===== src/rtl/adftcs_pkg.sv =====
`default_nettype none
// -----------------------------------------------------------------------------
// adftcs_pkg: shared types and constants
// Field widths, register indexes, reset values and the configuration bundle
// of the advection-diffusion FTCS stencil.
// -----------------------------------------------------------------------------
package adftcs_pkg;

	localparam int DATA_W     = 32;   // Q8.24 sample and position width
	localparam int GAIN_W     = 32;   // Q0.32 gain width
	localparam int POS_STEP_W = 31;   // grid spacing width
	localparam int GRID_W     = 13;   // point count register width
	localparam int CFG_IDX_W  = 3;    // configuration register index width
	localparam int MUL_W      = 33;   // operand width of the shared multiplier
	localparam int PROD_W     = 2 * MUL_W;

	localparam int MAX_POINTS_DEF   = 4096;
	localparam int SAMPLE_WIDTH_DEF = 32;
	localparam int MIN_POINTS       = 3;

	localparam logic [CFG_IDX_W-1:0] REG_DIFFUSION_GAIN = 3'd0;
	localparam logic [CFG_IDX_W-1:0] REG_ADVECTION_GAIN = 3'd1;
	localparam logic [CFG_IDX_W-1:0] REG_POSITION_START = 3'd2;
	localparam logic [CFG_IDX_W-1:0] REG_POSITION_STEP  = 3'd3;
	localparam logic [CFG_IDX_W-1:0] REG_GRID_POINTS    = 3'd4;

	localparam logic [GAIN_W-1:0]     DIFFUSION_GAIN_RST = 32'd429496730;
	localparam logic [GAIN_W-1:0]     ADVECTION_GAIN_RST = 32'd10737418;
	localparam logic [DATA_W-1:0]     POSITION_START_RST = 32'hFB00_0000;
	localparam logic [POS_STEP_W-1:0] POSITION_STEP_RST  = 31'd167772;
	localparam logic [GRID_W-1:0]     GRID_POINTS_RST    = 13'd1000;

	typedef struct packed {
		logic [GAIN_W-1:0]     diffusion_gain;
		logic [GAIN_W-1:0]     advection_gain;
		logic [DATA_W-1:0]     position_start;
		logic [POS_STEP_W-1:0] position_step;
		logic [GRID_W-1:0]     grid_points;
	} cfg_t;

endpackage : adftcs_pkg
`default_nettype wire


===== src/rtl/adftcs_if.sv =====
`default_nettype none
// -----------------------------------------------------------------------------
// adftcs_if: channel interfaces
// Valid/ready channels for density samples, advanced results and register
// writes of the advection-diffusion stencil.
// -----------------------------------------------------------------------------
interface adftcs_in_if import adftcs_pkg::*; ();
	logic                     valid;
	logic                     ready;
	logic signed [DATA_W-1:0] density;

	modport source (output valid, output density, input ready);
	modport sink   (input valid, input density, output ready);
endinterface : adftcs_in_if

interface adftcs_out_if import adftcs_pkg::*; ();
	logic                     valid;
	logic                     ready;
	logic signed [DATA_W-1:0] new_density;
	logic                     row_end;

	modport source (output valid, output new_density, output row_end, input ready);
	modport sink   (input valid, input new_density, input row_end, output ready);
endinterface : adftcs_out_if

interface adftcs_cfg_if import adftcs_pkg::*; ();
	logic                 valid;
	logic                 ready;
	logic [CFG_IDX_W-1:0] index;
	logic [DATA_W-1:0]    data;

	modport source (output valid, output index, output data, input ready);
	modport sink   (input valid, input index, input data, output ready);
endinterface : adftcs_cfg_if
`default_nettype wire


===== src/rtl/adftcs_regs.sv =====
`default_nettype none
// -----------------------------------------------------------------------------
// adftcs_regs: configuration register file
// Decodes register writes and holds the gains, grid geometry and point count.
// -----------------------------------------------------------------------------
module adftcs_regs import adftcs_pkg::*; (
	input  logic        clk,
	input  logic        arst_n,
	adftcs_cfg_if.sink  cfg,
	output cfg_t        regs
);

	cfg_t regs_q;

	// Writes are always taken; an unknown index is dropped.
	assign cfg.ready = 1'b1;
	assign regs      = regs_q;

	always_ff @(posedge clk or negedge arst_n) begin
		if (!arst_n) begin
			regs_q.diffusion_gain <= DIFFUSION_GAIN_RST;
			regs_q.advection_gain <= ADVECTION_GAIN_RST;
			regs_q.position_start <= POSITION_START_RST;
			regs_q.position_step  <= POSITION_STEP_RST;
			regs_q.grid_points    <= GRID_POINTS_RST;
		end else if (cfg.valid) begin
			case (cfg.index)
				REG_DIFFUSION_GAIN: regs_q.diffusion_gain <= cfg.data;
				REG_ADVECTION_GAIN: regs_q.advection_gain <= cfg.data;
				REG_POSITION_START: regs_q.position_start <= cfg.data;
				REG_POSITION_STEP:  regs_q.position_step  <= cfg.data[POS_STEP_W-1:0];
				REG_GRID_POINTS:    regs_q.grid_points    <= cfg.data[GRID_W-1:0];
				default: begin
				end
			endcase
		end
	end

endmodule : adftcs_regs
`default_nettype wire


===== src/rtl/adftcs_mul.sv =====
`default_nettype none
// -----------------------------------------------------------------------------
// adftcs_mul: shared signed multiplier
// One signed multiplication per cycle with the product registered.
// -----------------------------------------------------------------------------
module adftcs_mul import adftcs_pkg::*; (
	input  logic              clk,
	input  logic [MUL_W-1:0]  op_a,
	input  logic [MUL_W-1:0]  op_b,
	output logic [PROD_W-1:0] prod_q
);

	always_ff @(posedge clk) begin
		prod_q <= PROD_W'($signed(op_a) * $signed(op_b));
	end

endmodule : adftcs_mul
`default_nettype wire


===== src/rtl/advection_diffusion_ftcs_step.sv =====
`default_nettype none
// -----------------------------------------------------------------------------
// advection_diffusion_ftcs_step: one explicit time step of 1-D advection-diffusion
// Streams a grid row of Q8.24 densities and returns the advanced row, with the
// two end points forced to zero and saturated interior results.
// -----------------------------------------------------------------------------
// Old densities of one row enter in index order, one per transfer on the
// samples channel, and the advanced row leaves on the results channel lagging
// by one point: sample 0 yields point 0 (always zero), sample 1 yields nothing,
// sample k yields point k-1, and the final sample also yields the last point
// (zero) with row_end set. Each interior point is worked out on a single 33 by
// 33 bit multiplier under a small sequencer: two products form the flux term,
// and each of the two gain products is split into a low and a high partial
// product, six passes in all, run one per step by the sequencer. An interior
// sample therefore occupies the block through acceptance, the compute steps
// and the loading of the output register, the final sample also through
// loading the row_end result. Sample 0 of a row takes acceptance and loading
// its zero result, and sample 1 only acceptance. The samples channel is not ready
// while a sample is in work, and a result waits in the output register if the
// results channel stalls.
// -----------------------------------------------------------------------------
module advection_diffusion_ftcs_step import adftcs_pkg::*; #(
	parameter int MAX_POINTS   = MAX_POINTS_DEF,
	parameter int SAMPLE_WIDTH = SAMPLE_WIDTH_DEF
) (
	input  logic          clk,
	input  logic          arst_n,
	adftcs_cfg_if.sink    cfg,
	adftcs_in_if.sink     samples,
	adftcs_out_if.source  results
);

	// Index and point-count widths follow the largest row.
	localparam int IW      = $clog2(MAX_POINTS);
	localparam int CNT_W   = $clog2(MAX_POINTS + 1);
	localparam int LW      = (CNT_W > GRID_W) ? CNT_W : GRID_W;

	// Datapath widths: the split point of a gain multiplicand, the Q0.32 gain
	// fraction, the flux and Laplacian operands, the gain accumulator and the
	// unsaturated sum.
	localparam int SPLIT   = 24;
	localparam int GFRAC   = GAIN_W;
	localparam int OPND_W  = PROD_W - SPLIT;
	localparam int ACC_W   = 74;
	localparam int SUM_W   = 48;
	localparam int SAT_W   = (SAMPLE_WIDTH < DATA_W) ? SAMPLE_WIDTH : DATA_W;

	localparam logic signed [SUM_W-1:0] SAT_HI =
		SUM_W'((longint'(1) <<< (SAT_W - 1)) - longint'(1));
	localparam logic signed [SUM_W-1:0] SAT_LO =
		SUM_W'(-(longint'(1) <<< (SAT_W - 1)));

	// Top-level states.
	localparam logic [1:0] ST_IDLE = 2'd0;
	localparam logic [1:0] ST_CALC = 2'd1;
	localparam logic [1:0] ST_PUSH = 2'd2;
	localparam logic [1:0] ST_END  = 2'd3;

	// Sequencer steps; the first six name what the multiplier is fed in that cycle, the last two finish the sums.
	localparam logic [2:0] STP_FLUX_R  = 3'd0;
	localparam logic [2:0] STP_FLUX_L  = 3'd1;
	localparam logic [2:0] STP_LAP_LO  = 3'd2;
	localparam logic [2:0] STP_LAP_HI  = 3'd3;
	localparam logic [2:0] STP_ADV_LO  = 3'd4;
	localparam logic [2:0] STP_ADV_HI  = 3'd5;
	localparam logic [2:0] STP_ADV_ACC = 3'd6;
	localparam logic [2:0] STP_FINISH  = 3'd7;

	cfg_t cfg_r;

	adftcs_regs u_regs (
		.clk    (clk),
		.arst_n (arst_n),
		.cfg    (cfg),
		.regs   (cfg_r)
	);

	// Row state.
	logic [1:0]        state_q;
	logic [2:0]        step_q;
	logic [IW-1:0]     idx_q;
	logic [DATA_W-1:0] centre_q;
	logic [DATA_W-1:0] win0_q;
	logic [DATA_W-1:0] win1_q;

	// Operands captured when a sample is accepted.
	logic [DATA_W-1:0] p_q;
	logic [DATA_W-1:0] left_q;
	logic [DATA_W-1:0] mid_q;
	logic [DATA_W-1:0] xr_q;
	logic [DATA_W-1:0] xl_q;
	logic              last_q;

	// Working registers of the sequencer.
	logic [OPND_W-1:0] lap_q;
	logic [OPND_W-1:0] flux_q;
	logic [ACC_W-1:0]  acc_q;
	logic [SUM_W-1:0]  sum_q;

	// Output register.
	logic              out_valid_q;
	logic [DATA_W-1:0] out_data_q;
	logic              out_end_q;

	logic [LW-1:0]     gp_ext;
	logic [LW-1:0]     n_eff;
	logic [LW-1:0]     last_idx;
	logic              is_first;
	logic              is_second;
	logic              is_last;
	logic [DATA_W-1:0] c_now;
	logic              accept;
	logic              out_free;
	logic              out_load;
	logic [DATA_W-1:0] out_data_d;
	logic              out_end_d;
	logic [DATA_W-1:0] sat_val;

	logic [MUL_W-1:0]  op_a;
	logic [MUL_W-1:0]  op_b;
	logic [PROD_W-1:0] prod_q;
	logic [ACC_W-1:0]  prod_ext;
	logic [OPND_W-1:0] lap_w;
	logic [SUM_W-1:0]  acc_int;
	logic [SUM_W-1:0]  mid_ext;

	// A point count outside the supported range is clamped; a sample at or
	// past the last index closes the row, which also covers a count lowered
	// in the middle of a row.
	always_comb begin
		gp_ext = LW'(cfg_r.grid_points);
		if (gp_ext < LW'(MIN_POINTS)) begin
			n_eff = LW'(MIN_POINTS);
		end else if (gp_ext > LW'(MAX_POINTS)) begin
			n_eff = LW'(MAX_POINTS);
		end else begin
			n_eff = gp_ext;
		end
		last_idx = n_eff - LW'(1);
	end

	assign is_first  = (idx_q == '0);
	assign is_second = (idx_q == IW'(1));
	assign is_last   = (LW'(idx_q) >= last_idx);

	// The start position is picked up afresh with sample 0 of every row.
	assign c_now = is_first ? cfg_r.position_start : centre_q;

	assign samples.ready = (state_q == ST_IDLE);
	assign accept        = samples.valid && samples.ready;

	// Row bookkeeping and the sequencer.
	always_ff @(posedge clk or negedge arst_n) begin
		if (!arst_n) begin
			state_q  <= ST_IDLE;
			step_q   <= STP_FLUX_R;
			idx_q    <= '0;
			centre_q <= POSITION_START_RST;
			win0_q   <= '0;
			win1_q   <= '0;
		end else begin
			case (state_q)
				ST_IDLE: begin
					if (accept) begin
						step_q <= STP_FLUX_R;
						if (is_last) begin
							win0_q   <= '0;
							win1_q   <= '0;
							idx_q    <= '0;
							centre_q <= cfg_r.position_start;
						end else begin
							win0_q   <= win1_q;
							win1_q   <= samples.density;
							idx_q    <= idx_q + IW'(1);
							centre_q <= c_now + {1'b0, cfg_r.position_step};
						end
						if (is_first) begin
							state_q <= ST_PUSH;
						end else if (!is_second) begin
							state_q <= ST_CALC;
						end
					end
				end
				ST_CALC: begin
					step_q <= step_q + 3'd1;
					if (step_q == STP_FINISH) begin
						state_q <= ST_PUSH;
					end
				end
				ST_PUSH: begin
					if (out_free) begin
						state_q <= last_q ? ST_END : ST_IDLE;
					end
				end
				ST_END: begin
					if (out_free) begin
						state_q <= ST_IDLE;
					end
				end
				default: begin
					state_q <= ST_IDLE;
				end
			endcase
		end
	end

	// Operand capture. The left neighbour's position sits two steps behind
	// the right one, with positions wrapping as 32-bit two's complement.
	always_ff @(posedge clk) begin
		if (accept) begin
			p_q    <= samples.density;
			left_q <= win0_q;
			mid_q  <= win1_q;
			xr_q   <= c_now;
			xl_q   <= c_now - {cfg_r.position_step, 1'b0};
			last_q <= is_last;
		end
	end

	// Multiplier feed. The flux uses the samples against their positions; each
	// gain product is split into a low partial product on the bottom SPLIT
	// bits of the operand (unsigned) and a high one on the signed remainder.
	always_comb begin
		op_a = '0;
		op_b = '0;
		case (step_q)
			STP_FLUX_R: begin
				op_a = {{(MUL_W - DATA_W){p_q[DATA_W-1]}}, p_q};
				op_b = {{(MUL_W - DATA_W){xr_q[DATA_W-1]}}, xr_q};
			end
			STP_FLUX_L: begin
				op_a = {{(MUL_W - DATA_W){left_q[DATA_W-1]}}, left_q};
				op_b = {{(MUL_W - DATA_W){xl_q[DATA_W-1]}}, xl_q};
			end
			STP_LAP_LO: begin
				op_a = {{(MUL_W - SPLIT){1'b0}}, lap_q[SPLIT-1:0]};
				op_b = {{(MUL_W - GAIN_W){1'b0}}, cfg_r.diffusion_gain};
			end
			STP_LAP_HI: begin
				op_a = {{(MUL_W - OPND_W + SPLIT){lap_q[OPND_W-1]}},
					lap_q[OPND_W-1:SPLIT]};
				op_b = {{(MUL_W - GAIN_W){1'b0}}, cfg_r.diffusion_gain};
			end
			STP_ADV_LO: begin
				op_a = {{(MUL_W - SPLIT){1'b0}}, flux_q[SPLIT-1:0]};
				op_b = {{(MUL_W - GAIN_W){1'b0}}, cfg_r.advection_gain};
			end
			STP_ADV_HI: begin
				op_a = {{(MUL_W - OPND_W + SPLIT){flux_q[OPND_W-1]}},
					flux_q[OPND_W-1:SPLIT]};
				op_b = {{(MUL_W - GAIN_W){1'b0}}, cfg_r.advection_gain};
			end
			default: begin
				op_a = '0;
				op_b = '0;
			end
		endcase
	end

	adftcs_mul u_mul (
		.clk    (clk),
		.op_a   (op_a),
		.op_b   (op_b),
		.prod_q (prod_q)
	);

	// Second difference p[i+1] - 2p[i] + p[i-1], exact in the operand width.
	assign lap_w =
		{{(OPND_W - DATA_W){p_q[DATA_W-1]}}, p_q}
		- {{(OPND_W - DATA_W - 1){mid_q[DATA_W-1]}}, mid_q, 1'b0}
		+ {{(OPND_W - DATA_W){left_q[DATA_W-1]}}, left_q};

	assign prod_ext = {{(ACC_W - PROD_W){prod_q[PROD_W-1]}}, prod_q};
	assign acc_int  = {{(SUM_W - ACC_W + GFRAC){acc_q[ACC_W-1]}}, acc_q[ACC_W-1:GFRAC]};
	assign mid_ext  = {{(SUM_W - DATA_W){mid_q[DATA_W-1]}}, mid_q};

	// Arithmetic shifts by dropping low bits give the floor on negative values,
	// so each term is rounded toward minus infinity on its own.
	always_ff @(posedge clk) begin
		if (accept && is_first) begin
			sum_q <= '0;
		end else if (state_q == ST_CALC) begin
			case (step_q)
				STP_FLUX_R: lap_q  <= lap_w;
				STP_FLUX_L: flux_q <= prod_q[PROD_W-1:SPLIT];
				STP_LAP_LO: flux_q <= flux_q - prod_q[PROD_W-1:SPLIT];
				STP_LAP_HI: acc_q  <= prod_ext;
				STP_ADV_LO: acc_q  <= acc_q + (prod_ext << SPLIT);
				STP_ADV_HI: begin
					sum_q <= mid_ext + acc_int;
					acc_q <= prod_ext;
				end
				STP_ADV_ACC: acc_q <= acc_q + (prod_ext << SPLIT);
				STP_FINISH:  sum_q <= sum_q + acc_int;
				default: begin
				end
			endcase
		end
	end

	// Saturation to the sample range.
	always_comb begin
		if ($signed(sum_q) > SAT_HI) begin
			sat_val = SAT_HI[DATA_W-1:0];
		end else if ($signed(sum_q) < SAT_LO) begin
			sat_val = SAT_LO[DATA_W-1:0];
		end else begin
			sat_val = sum_q[DATA_W-1:0];
		end
	end

	// The output register takes a new result once the previous one has been
	// transferred or is being transferred in this cycle.
	assign out_free = !out_valid_q || results.ready;

	always_comb begin
		out_load   = 1'b0;
		out_data_d = sat_val;
		out_end_d  = 1'b0;
		case (state_q)
			ST_PUSH: begin
				out_load = out_free;
			end
			ST_END: begin
				out_load   = out_free;
				out_data_d = '0;
				out_end_d  = 1'b1;
			end
			default: begin
				out_load = 1'b0;
			end
		endcase
	end

	always_ff @(posedge clk or negedge arst_n) begin
		if (!arst_n) begin
			out_valid_q <= 1'b0;
		end else if (out_load) begin
			out_valid_q <= 1'b1;
		end else if (results.ready) begin
			out_valid_q <= 1'b0;
		end
	end

	always_ff @(posedge clk) begin
		if (out_load) begin
			out_data_q <= out_data_d;
			out_end_q  <= out_end_d;
		end
	end

	assign results.valid       = out_valid_q;
	assign results.new_density = out_data_q;
	assign results.row_end     = out_end_q;

endmodule : advection_diffusion_ftcs_step
`default_nettype wire


===== src/flat_wrapper.sv =====
// flat-port wrapper written by rule: the top's interface ports become plain ports
module advection_diffusion_ftcs_step_flat import adftcs_pkg::*;
#(
	parameter int MAX_POINTS   = MAX_POINTS_DEF,
	parameter int SAMPLE_WIDTH = SAMPLE_WIDTH_DEF
)
  (clk, arst_n, cfg_valid, cfg_index, cfg_data, cfg_ready, samples_valid, samples_density, samples_ready, results_valid, results_new_density, results_row_end, results_ready);
  adftcs_cfg_if cfg_i ();
  adftcs_in_if samples_i ();
  adftcs_out_if results_i ();
  input  logic clk;
  input  logic arst_n;
  input wire logic [$bits(cfg_i.valid)-1:0] cfg_valid;
  input wire logic [$bits(cfg_i.index)-1:0] cfg_index;
  input wire logic [$bits(cfg_i.data)-1:0] cfg_data;
  output wire logic [$bits(cfg_i.ready)-1:0] cfg_ready;
  input wire logic [$bits(samples_i.valid)-1:0] samples_valid;
  input wire logic [$bits(samples_i.density)-1:0] samples_density;
  output wire logic [$bits(samples_i.ready)-1:0] samples_ready;
  output wire logic [$bits(results_i.valid)-1:0] results_valid;
  output wire logic [$bits(results_i.new_density)-1:0] results_new_density;
  output wire logic [$bits(results_i.row_end)-1:0] results_row_end;
  input wire logic [$bits(results_i.ready)-1:0] results_ready;
  assign cfg_i.valid = cfg_valid;
  assign cfg_i.index = cfg_index;
  assign cfg_i.data = cfg_data;
  assign cfg_ready = cfg_i.ready;
  assign samples_i.valid = samples_valid;
  assign samples_i.density = samples_density;
  assign samples_ready = samples_i.ready;
  assign results_valid = results_i.valid;
  assign results_new_density = results_i.new_density;
  assign results_row_end = results_i.row_end;
  assign results_i.ready = results_ready;
  advection_diffusion_ftcs_step #(.MAX_POINTS(MAX_POINTS), .SAMPLE_WIDTH(SAMPLE_WIDTH)) u_core (.clk(clk), .arst_n(arst_n), .cfg(cfg_i), .samples(samples_i), .results(results_i));
endmodule

===== config.mk =====
export PLATFORM = sky130hd
export DESIGN_NAME = advection_diffusion_ftcs_step_flat
export DESIGN_NICKNAME = d
export VERILOG_FILES = /design/src/rtl/adftcs_pkg.sv /design/src/rtl/adftcs_if.sv /design/src/rtl/adftcs_regs.sv /design/src/rtl/adftcs_mul.sv /design/src/rtl/advection_diffusion_ftcs_step.sv /design/src/flat_wrapper.sv
export SDC_FILE = /design/constraint.sdc
export NUM_CORES = 2
export LEC_CHECK = 0
export BUFFER_PORTS_ARGS = -buffer_cell sky130_fd_sc_hd__buf_2
export CAP_MARGIN = 10
export CORE_MARGIN = 4
export CORE_UTILIZATION = 45
export CTS_CLUSTER_DIAMETER = 60
export DETAILED_ROUTE_END_ITERATION = 10
export GPL_TIMING_DRIVEN = 1
export PLACE_DENSITY_LB_ADDON = 0.08
export SYNTH_ARGS = -nofsm -noshare
export SYNTH_HDL_FRONTEND = slang
export SYNTH_SLANG_ARGS = --single-unit

===== constraint.sdc =====
create_clock -name clk -period 13.3 [get_ports clk]
set_input_delay 0.665 -clock clk [delete_from_list [all_inputs] [get_ports clk]]
set_output_delay 0.665 -clock clk [all_outputs]
set_load 0.005 [all_outputs]

==> impl_metrics.toml <==
[run_status]
run_status = "complete, no violations"

[sta]
setup_viol_count_final = 0
maxSlewViolCount = 0
clock_skew_ps = 31.0
final_hold_viol_count = 0
timing.fmax_mhz = 87.9
min_setup_slack_post_route_ps = 1930
finalSetupTns_ps = 0
rsz0062_at_grt = "no"
layout_worst_path_cycle_share_pct = 85.5
timing_worst_slew_pin_value_ps = 1260
slew_headroom_pct = 15.5
min_period_ps = 11370

[route]
route.detailed.drc = 0
firstDrtPassIters = 6
ant_nets = 0
wl_per_cell_um = 25.9
drtIter0Drc = 5283
detailroute.via_count = 62900
route.detailed.vias_per_inst = 5.71
finalWirelength_mm = 286

[floorplan]
chipWidth_um = 430
core.rowCount = 154
die-height_um = 430
start_util_pct = 45.4
floorplan.core_area_um2 = 177000
design.die.area_um2 = 185000
num_io_pins = 108

[worst_setup_path]
critical_path_required_ps = 13870
worst_path_slowest_cell = "a221o_1"
startpoint_type = "flop"
path_class = "flop to flop"
rrSetupSlack_ps = 1930
timing.rr.end = "u_core.u_mul.prod_q[64]"
critical_path_buf_inv_count = 7
crit_path_cell_count = 32
cp_data_arrival_time_ps = 11940
reg2reg_from = "u_core.step_q[0]"
crit_top_cell = "fa_1"
critPathLaunch = "u_core.step_q[0]"
critPathTopFamily = "adder cells"
cp_slowest_stage_delay_ps = 1040
timing.critical_path.to_type = "flop"
endpoint = "u_core.u_mul.prod_q[64]"
r2r_cells = 32
crit_fanout = 32

[grt]
number_of_global_route_vias_before_repair = 64200
grt_antenna_before_repair = 7
globalRouteOverflowTotal = 0
track_usage_pct = 30.9
largest_net_degree_at_the_start_of_global_routing = 154
grt_pass1_wl_mm = 426

[cells_and_area]
multi_input_gate_area_in_the_final_layout_um2 = 55800
fill_cells = 16700
finalNetCount = 10400
area_growth_pct = 8.34
seqCellArea_um2 = 18500
finalCoreUtilization_pct = 49.1
most-common-layout-cells = "inv_1 (1320), fa_1 (1129), nand2_1 (1124)"
layout_commonest_cell = "inv_1"
drive_gt1_share_pct = 8.68
final_cell_area_um2 = 86800

[clocking]
post_cts_resize_count = 0
cts-htree-levels = 3
cts_inserted_buffers = 84
clock_latency_ps = 710
clk_pin_slew_ps = 70
clock_tree.buffer_depth = 3
clock_sinks = 695
cts_tree = "yes"
cts_root_cell = "clkbuf_16"

[synth]
synth-edff-count = 327
yosys_warnings = 0
synth.distinct_cells = 94
dominantRegCellSynth = "edfxtp_1"
synth.yosys.seq_area_share_pct = 23.1
postSynthCellCount = 8635
syn-cell-area_um2 = 80100
synthArstFlopShare_pct = 36.5
syn-num-nets = 10400
number_of_storage_elements_in_the_synthesis_netlist = 695
syn-mean-instance-area_um2 = 9.28

[placed_design]
dp_hpwl_mm = 230
place.port_buffers = 106
gp_congestion = 1.00
postPlaceCellArea_um2 = 84000
worst_slack_at_placement_ps = 2030

[worst_hold_path]
hp-class = "input pin to flop"
worstHoldPathCells = 1

[flow_run]
cap_violations = 0
[flip-flops by register name (all words and copies together) (netlist names), 31 cells and up]
register,cells
u_core.u_regs.regs,140
u_core.u_mul.prod_q,66
u_core.acc_q,50
u_core.sum_q,48
u_core.flux_q,42
u_core.lap_q,42
u_core.centre_q,32
u_core.left_q,32
u_core.mid_q,32
u_core.p_q,32
u_core.results.new_density,32
u_core.win0_q,32
u_core.win1_q,32
u_core.xl_q,32
u_core.xr_q,31
[cells by family after synthesis]
family | count (synthesis) | share of synthesized area [%]
AOI/OAI and AO/OA | 1627 | 13.1
xor gates and xnor gates | 319 | 3.49
adders and majority gates | 1675 | 36.7
buffers and inverters | 1699 | 7.98
DFF | 695 | 23.1
muxes | 191 | 2.65
other | 1 | 0.00468
and+or+nand+nor | 2428 | 12.9
[metal layers]
metal / vias up / GRT usage (%) / wire length (um)
met5: - / 0.416 / 117
met4: 7 / 11.0 / 12500
met3: 481 / 6.06 / 20800
met2: 2239 / 49.4 / 131000
met1: 32000 / 41.9 / 121000
li1: 28200 / - / -
[worst min-delay path by stage]
stage	from	endpoint
final	samples_density[17]	u_core.p_q[17]
after global routing	samples_density[8]	u_core.p_q[8]
after CTS	samples_density[17]	u_core.p_q[17]
after detailed placement	u_core.win0_q[0]	u_core.left_q[0]
after global placement	u_core.win0_q[23]	u_core.left_q[23]
after floorplan	arst_n	u_core.centre_q[0]
[cells in the mapped netlist (33+ instances only)]
| cell type | count | area, um^2 |
|---|---|---|
| nand3_1 | 88 | 440 |
| ha_1 | 545 | 6820 |
| and3_1 | 62 | 388 |
| dfxtp_1 | 114 | 2280 |
| a31oi_1 | 35 | 219 |
| o21a_1 | 43 | 323 |
| dfrtp_1 | 197 | 4930 |
| clkbuf_1 | 333 | 1250 |
| o21ai_0 | 422 | 2110 |
| a211oi_1 | 49 | 368 |
| edfxtp_1 | 327 | 9820 |
| dfstp_2 | 57 | 1500 |
| a221oi_1 | 43 | 377 |
| a21oi_1 | 415 | 2080 |
| nand4_1 | 56 | 350 |
| xnor2_1 | 200 | 1750 |
| a21o_1 | 235 | 1760 |
| o21bai_1 | 49 | 368 |
| nand2b_1 | 55 | 344 |
| nor3_1 | 62 | 310 |
| mux2_2 | 167 | 1880 |
| a22oi_1 | 70 | 526 |
| xor2_1 | 119 | 1040 |
| nor2_1 | 784 | 2940 |
| fa_1 | 1130 | 22600 |
| inv_1 | 1320 | 4950 |
| nand2_1 | 1127 | 4230 |
| a221o_1 | 36 | 360 |
| nor2b_1 | 54 | 338 |
| and2_1 | 33 | 206 |
[stage by stage]
step / instances / hold slack [ps]
3_3_place_gp: 10900 / 430
4_1_cts: 11000 / 102
6_report: 11000 / 165
2_1_floorplan: 8635 / 369
3_5_place_dp: 10900 / 436
5_1_grt: 11000 / 132
[timing repair]
| action | CTS | global route |
|---|---|---|
| hold buffers | 1 | 0 |
| setup endpoints to repair | 0 | 0 |
| setup buffers | 0 | 0 |
| endpoints found under the hold margin | 16 | 0 |
[final cells by class]
cell class,count,share of cell area [%]
Clock buffer,104,2.54
Tap cell,2340,3.37
Timing Repair Buffer,268,2.09
Sequential cell,695,21.3
Multi-Input combinational cell,6241,64.2
Antenna cell,5,0.0144
Clock inverter,52,0.674
Inverter,1322,5.72
Power is not shown: default switching activity piles up to over one toggle a cycle in this logic, so the estimate is an artifact.
